<file path="src/sv/tsc_pkg.sv">
// Shared types and constants for the timestamp-counter to nanosecond time base.
// Used by tsc_div and tsc_to_nanosecond_time_base_top; no dependencies.
`timescale 1ns / 1ps

package tsc_pkg;

    localparam int DIV_W     = 64;
    localparam int CFG_IDX_W = 8;

    localparam logic [31:0] STD_LEAF_MIN    = 32'h0000_0015;
    localparam logic [31:0] HV_LEAF_MIN     = 32'h4000_0010;
    localparam logic [63:0] DEFAULT_RATE_HZ = 64'd2500000000;
    localparam logic [31:0] NS_PER_SEC      = 32'd1000000000;

    // Register indexes of the configuration channel.
    typedef enum logic [CFG_IDX_W-1:0] {
        REG_COUNTER_START     = 8'd0,
        REG_MAX_STANDARD_LEAF = 8'd1,
        REG_RATIO_DENOMINATOR = 8'd2,
        REG_RATIO_NUMERATOR   = 8'd3,
        REG_CRYSTAL_HZ        = 8'd4,
        REG_MAX_HV_LEAF       = 8'd5,
        REG_HYPERVISOR_KHZ    = 8'd6
    } cfg_index_t;

    // Status of the shared divider as seen by the sequencer.
    typedef struct packed {
        logic busy;
        logic done;
    } div_status_t;

endpackage

</file>
<file path="src/sv/tsc_div.sv">
// Shared radix-2 restoring divider, one quotient bit per cycle.
// Depends on tsc_pkg for the operand width and the status struct.
`timescale 1ns / 1ps

module tsc_div (
    input  logic                     aclk,
    input  logic                     aresetn,
    input  logic                     start,
    input  logic [tsc_pkg::DIV_W-1:0] dividend,
    input  logic [tsc_pkg::DIV_W-1:0] divisor,
    output logic [tsc_pkg::DIV_W-1:0] quotient,
    output logic [tsc_pkg::DIV_W-1:0] remainder,
    output tsc_pkg::div_status_t     status
);

    localparam int W     = tsc_pkg::DIV_W;
    localparam int CNT_W = $clog2(W);

    logic [W-1:0]     quo_reg;
    logic [W-1:0]     rem_reg;
    logic [W-1:0]     dvs_reg;
    logic [CNT_W-1:0] cnt_reg;
    logic             busy_reg;
    logic             done_reg;

    logic [W:0]   shifted;
    logic [W+1:0] diff;

    assign shifted = {rem_reg, quo_reg[W-1]};
    assign diff    = {1'b0, shifted} - {2'b00, dvs_reg};

    always_ff @(posedge aclk) begin
        if (!aresetn) begin
            busy_reg <= 1'b0;
            done_reg <= 1'b0;
            cnt_reg  <= '0;
        end else begin
            done_reg <= 1'b0;
            if (start) begin
                quo_reg  <= dividend;
                dvs_reg  <= divisor;
                rem_reg  <= '0;
                cnt_reg  <= '0;
                busy_reg <= 1'b1;
            end else if (busy_reg) begin
                // The partial remainder stays below the divisor, so it fits W bits.
                if (!diff[W+1]) begin
                    rem_reg <= diff[W-1:0];
                    quo_reg <= {quo_reg[W-2:0], 1'b1};
                end else begin
                    rem_reg <= shifted[W-1:0];
                    quo_reg <= {quo_reg[W-2:0], 1'b0};
                end
                cnt_reg <= cnt_reg + 1'b1;
                if (cnt_reg == CNT_W'(W - 1)) begin
                    busy_reg <= 1'b0;
                    done_reg <= 1'b1;
                end
            end
        end
    end

    assign quotient    = quo_reg;
    assign remainder   = rem_reg;
    assign status.busy = busy_reg;
    assign status.done = done_reg;

endmodule
</file>
<file path="config.mk">
export PLATFORM = sky130hd
export DESIGN_NAME = tsc_div
export DESIGN_NICKNAME = d
export VERILOG_FILES = /design/src/sv/tsc_pkg.sv /design/src/sv/tsc_div.sv
export SDC_FILE = /design/constraint.sdc
export NUM_CORES = 1
export LEC_CHECK = 0
export ABC_AREA = 1
export BUFFER_PORTS_ARGS = -buffer_cell sky130_fd_sc_hd__buf_4
export CORE_MARGIN = 2
export CORE_UTILIZATION = 46
export DETAILED_ROUTE_END_ITERATION = 10
export PLACE_DENSITY_LB_ADDON = 0.25
export SYNTH_ARGS = -nofsm -noshare
export SYNTH_HDL_FRONTEND = slang
export SYNTH_SLANG_ARGS = --single-unit
export TNS_END_PERCENT = 100
</file>
<file path="constraint.sdc">
create_clock -name aclk -period 4.6 [get_ports aclk]
set_input_delay 0.69 -clock aclk [delete_from_list [all_inputs] [get_ports aclk]]
set_output_delay 0.69 -clock aclk [all_outputs]
set_load 0.05 [all_outputs]
</file>
# Word level (Yosys, flattened, before mapping)
# Index checks and enable logic that the tools add are counted.
[word_totals]
regBits = 200
latchBits = 0
ramBits = 0
mem_bits_ro = 0
output_inout_bits = 130
memories = 0
[classes]
add_sub_neg = 2
n_mul = 0
div = 0
n_lt_le_gt_ge = 0
n_eq_ne = 1
shift = 0
n_mux = 9
bitwise_logic = 2
n_reduce_logical = 5
[ops]
columns = ["operator", "count"]
rows = [
  ["64-bit 2-to-1 mux", 4],
  ["65-bit by 64-bit subtractor with 66-bit output", 1],
  ["6-bit by 1-bit adder with 6-bit output (second input constant)", 1],
  ["6-bit equality test (second input constant)", 1],
  ["1-bit 2-to-1 mux", 5],
  ["2-bit AND reduction", 2],
  ["3-bit OR reduction", 1],
  ["1-bit inverter", 2],
  ["2-bit nonzero test", 1],
  ["2-bit OR reduction", 1],
]

# Depth between registers and ports, before layout
[logic_depth]
ltp_word = 4
ltp_mapped = 19
mapped_depth_nobuf = 18

# Least setup slack after synthesis
# No wires, ideal clock.
[synth_timing]
kind = "input to register"
start = "in aresetn"
end = "reg quo_reg[0] (netlist: quotient[0]), enable pin"
setup_time_ns = 0.493
arrival_ns = 3.501
required_time_ns = 4.107
setup_slack_ns = 0.606
path_stages = 2
cell_sequence = "nand2_1 > nand2_1"
[synth_between]
elab_chain_cells = 1
[synth_rtl]
columns = ["item", "line", "rtl"]
rows = [
  ["start: declaration", "tsc_div.sv:7", "input logic aresetn,"],
  ["2-bit AND reduction (no line)", "--", ""],
  ["end signal: assignment", "tsc_div.sv:40", "quo_reg <= dividend;"],
  ["end signal: assignment", "tsc_div.sv:49", "quo_reg <= {quo_reg[W-2:0], 1'b1};"],
  ["end signal: assignment", "tsc_div.sv:52", "quo_reg <= {quo_reg[W-2:0], 1'b0};"],
  ["end: declaration", "tsc_div.sv:19", "logic [W-1:0] quo_reg;"],
]
# No other way between the ends.
# A chain may end at the register's enable or synchronous reset.

# Final worst setup path
[layout_timing]
start = "reg rem_reg[51] (netlist: remainder[51])"
end = "reg rem_reg[29] (netlist: remainder[29]), data pin"
[layout_between]
elab_chain_cells = 3
[layout_rtl]
columns = ["item", "line", "rtl"]
rows = [
  ["start: declaration", "tsc_div.sv:20", "logic [W-1:0] rem_reg;"],
  ["start signal: assignment", "tsc_div.sv:48", "rem_reg <= diff[W-1:0];"],
  ["start signal: assignment", "tsc_div.sv:51", "rem_reg <= shifted[W-1:0];"],
  ["65-bit by 64-bit subtractor with 66-bit output", "tsc_div.sv:30", "assign diff = {1'b0, shifted} - {2'b00, dvs_reg};"],
  ["64-bit 2-to-1 mux", "tsc_div.sv:47", "if (!diff[W+1]) begin"],
  ["64-bit 2-to-1 mux", "tsc_div.sv:45", "end else if (busy_reg) begin"],
]
# No other way between the ends. The select of a mux whose other input is x is not followed.

==> summary.txt <==
Critical path
  • FF-to-FF Start: remainder[51]
  • Slowest CP cell: inv_2
  • CP bufs+invs: 2
  • Most frequent CP cell: nor2_1
  • Worst r2r dst: remainder[29]
  • Critical Path End Type: flip-flop
  • CP Max Fanout: 49
  • Crit path largest cell delay: roughly 600 ps
  • Crit path launch type: flip-flop
  • Crit-path cells: ha_1, nand2_1, inv_1, a21oi_1, nor2_1, o21ai_1, nand2_1, nor2_8, nand2_8, inv_2, nor2_1, nor2_1
  • Req. time, crit path: 4920 ps
  • CP Data Arrival Time: 3880 ps
  • R2R Setup Slk: 1040 ps
  • Top delay family on crit path: simple AND/OR/NAND/NOR gates
  • Critical path class: reg2reg
  • Worst R2R Path Depth: 12

Synth
  • Main combinational cell family by area after synthesis: simple AND/OR/NAND/NOR gates
  • Simple-gate share of the synthesized area: 0.3713
  • Adder-cell share of the synthesized area: 0.05702
  • Post-synthesis sequential area ratio: 0.4054
  • #FFs+latches synth: 200
  • Compound-Gate Fraction of Synth Area: 0.01960
  • Yosys cell types: 40
  • Top FF cell, synth: edfxtp_1
  • Synthesized area: 14620 µm²
  • Synth Area in XOR/XNOR: 0.01918
  • Cells after synthesis: approximately 2100
  • Net count after synthesis: 2332
  • Post-synth EDFFs: 192
  • Async S/R FF share, synth: 0
  • Mean Syn Cell Area: 6.846 µm²
  • Multiplexer share of the synthesized area: 0
  • Yosys Warn Count: 0

Clocking
  • Clk buf depth: 2
  • Post-CTS setup buffers: 0
  • CTS root buf: clkbuf_16
  • Hold Buf Count CTS: 0
  • H-tree Lvls: 4
  • Clock-pin slew on the worst setup and hold paths: about 80 ps
  • Worst skew pair latency: approximately 480 ps
  • Number of CTS-inserted buffers: 17
  • Post-CTS sizing: 0
  • CTS Sinks: 200
  • CTS tree: yes

Route
  • DRC errors left: 0
  • Drt total wl: around 46000 µm
  • Drt first pass iters: 5
  • Antenna-violating nets left: 0
  • WL/cell: 16.44 µm
  • DR vias: between 10000 and 15000
  • DR iter-0 viols: between 900 and 1000
  • Vias per std cell: 4.857

Placed design
  • HPWL after DPL: between 30000 and 40000 µm
  • Gpl congestion: slightly below 1
  • IO Port Bufs: 260

GRT
  • Total Routing Usage GR: 0.2809
  • Pin count of the biggest net entering global routing: 73
  • Total gr overflow: 0
  • Vias in the first global route: 13340
  • Initial antenna violation count: 0
  • First-pass GRT wire length: between 70000 and 80000 µm

STA
  • TNS Setup: 0 ps
  • Hold_ws: 384.7 ps
  • Final Hold Fails: 0
  • Final worst-path cycle share: 0.7746
  • Skew final: 16.33 ps
  • F_max: 280.6 MHz
  • Final setup viols: 0
  • Slew HR: 0.3423
  • Worst-margin pin slew: 986.5 ps
  • Final Slew Violations: 0
  • Fin crit period: 3563 ps
  • RSZ-0062 raised after global routing: no

Run status
  • Status: completed

Hold path
  • Hold Crit Start: divisor[47]
  • Hold Path Cell Cnt: 1
  • Hold EP: dvs_reg[47]
  • Worst min path class: in2reg

Floorplanning
  • Io pins: 261
  • Initial core utilization: 0.4656
  • Die area: between 30000 and 40000 µm²
  • Die X: approximately 180 µm
  • Core area: 31390 µm²
  • Die Y: 182.2 µm
  • Site Rows: 65

Final layout
  • Filler Cell Count: 3157
  • Util after Layout: 0.5563
  • N_diodes: 0
  • Final #Nets: 2577
  • Layout cells sized above 1: 0.1450
  • Area delta synth->final: 19.49%

Pwr
  • Worst vdd ir: 0.2852 mV
  • Tot Pwr: between 6 and 7 mW
  • PD cells: 398.4 nW/µm²
  • P_leak: 9.663 nW

Flow run
  • Max-cap violation count: 0
## synth_stat cells (2+ instances only)
cell type	count	area (µm²)
nand2_1	941	3532
inv_1	424	1592
nor2_1	208	780.8
edfxtp_1	192	5766
ha_1	65	813.3
nand3_1	44	220.2
a21oi_1	41	205.2
nand3b_1	39	292.8
xor2_1	31	271.5
clkbuf_1	20	75.07
nand4_1	19	118.9
nand3_2	16	160.2
nor3_1	13	65.06
inv_2	11	41.29
buf_2	8	40.04
dfxtp_1	8	160.2
nor2_2	8	50.05
o21ai_0	8	40.04
buf_4	5	37.54
nand2_4	5	56.30
nand2_2	4	25.02
a31oi_1	2	12.51
and3_1	2	12.51
buf_12	2	40.04
buf_8	2	30.03
nor3b_1	2	15.01
nor4_1	2	12.51
## area by class of cell
type	count	area (µm²)	share of cell area
sequential	200	5926	0.3393
clock buffer	21	460.4	0.02636
clock inverter	11	108.9	0.006233
tap	402	503.0	0.02880
inverter	436	1638	0.09378
timing repair buffer	264	1994	0.1142
multi-input combinational	1461	6834	0.3913
## placed cells by master (no fill, tap or decap), drive strengths merged, types with 9 or more instances in the layout
cell type / netlist / layout
xor2: 31 / 31
nand3b: 39 / 39
nand4: 19 / 19
o21ai: 9 / 9
nor2: 218 / 218
a21oi: 42 / 42
nand3: 60 / 60
nor3: 13 / 13
edfxtp: 192 / 192
nand2: 951 / 951
ha: 65 / 65
buf: 18 / 264
inv: 435 / 438
clkbuf: 20 / 21
## metal layers
metal / wire length, µm / up-vias / share of wire / track usage
met1: 20830 / 6140 / 0.45 / 0.3756
met5: 0 / - / 0 / 0
met2: 20810 / 429 / 0.45 / 0.4557
met4: 1249 / 0 / 0.027 / 0.09097
met3: 3051 / 55 / 0.066 / 0.06007
li1: - / 6952 / - / -
## logic make-up after synthesis
group	Yosys count
buffers and inverters	474
xor gates and xnor gates	32
AOI/OAI and AO/OA	54
adders and majority gates	66
and+or+nand+nor	1309
DFF	200
## report_power, final
part	leakage (nW)	internal, mW	total [mW]	switching, mW
sequential	1.92	2.26	2.39	0.130
combinational	7.47	0.934	3.06	2.12
clock	0.273	0.742	1.51	0.765
## per-stage QoR
| step | worst slack, ps | cell area [µm²] | cells |
|---|---|---|---|
| 5_1_grt | 772.6 | 17460 | 2795 |
| 6_report | 1037 | 17460 | 2795 |
| 2_1_floorplan | 606.4 | 14620 | 2135 |
| 4_1_cts | 1050 | 17460 | 2795 |
| 3_5_place_dp | 1075 | 16900 | 2763 |
| 3_3_place_gp | 1211 | 16900 | 2763 |
## worst max-delay path by stage
| stage | startpoint | cells after the start | end |
|---|---|---|---|
| after CTS | remainder[51] | 12 | remainder[33] |
| after detailed placement | remainder[51] | 12 | remainder[19] |
| after global placement | remainder[51] | 12 | remainder[30] |
| after global routing | remainder[51] | 12 | remainder[28] |
| after floorplan | aresetn | 2 | quotient[0] |
| final | remainder[51] | 12 | remainder[29] |
(Power assumes the default switching activity.)
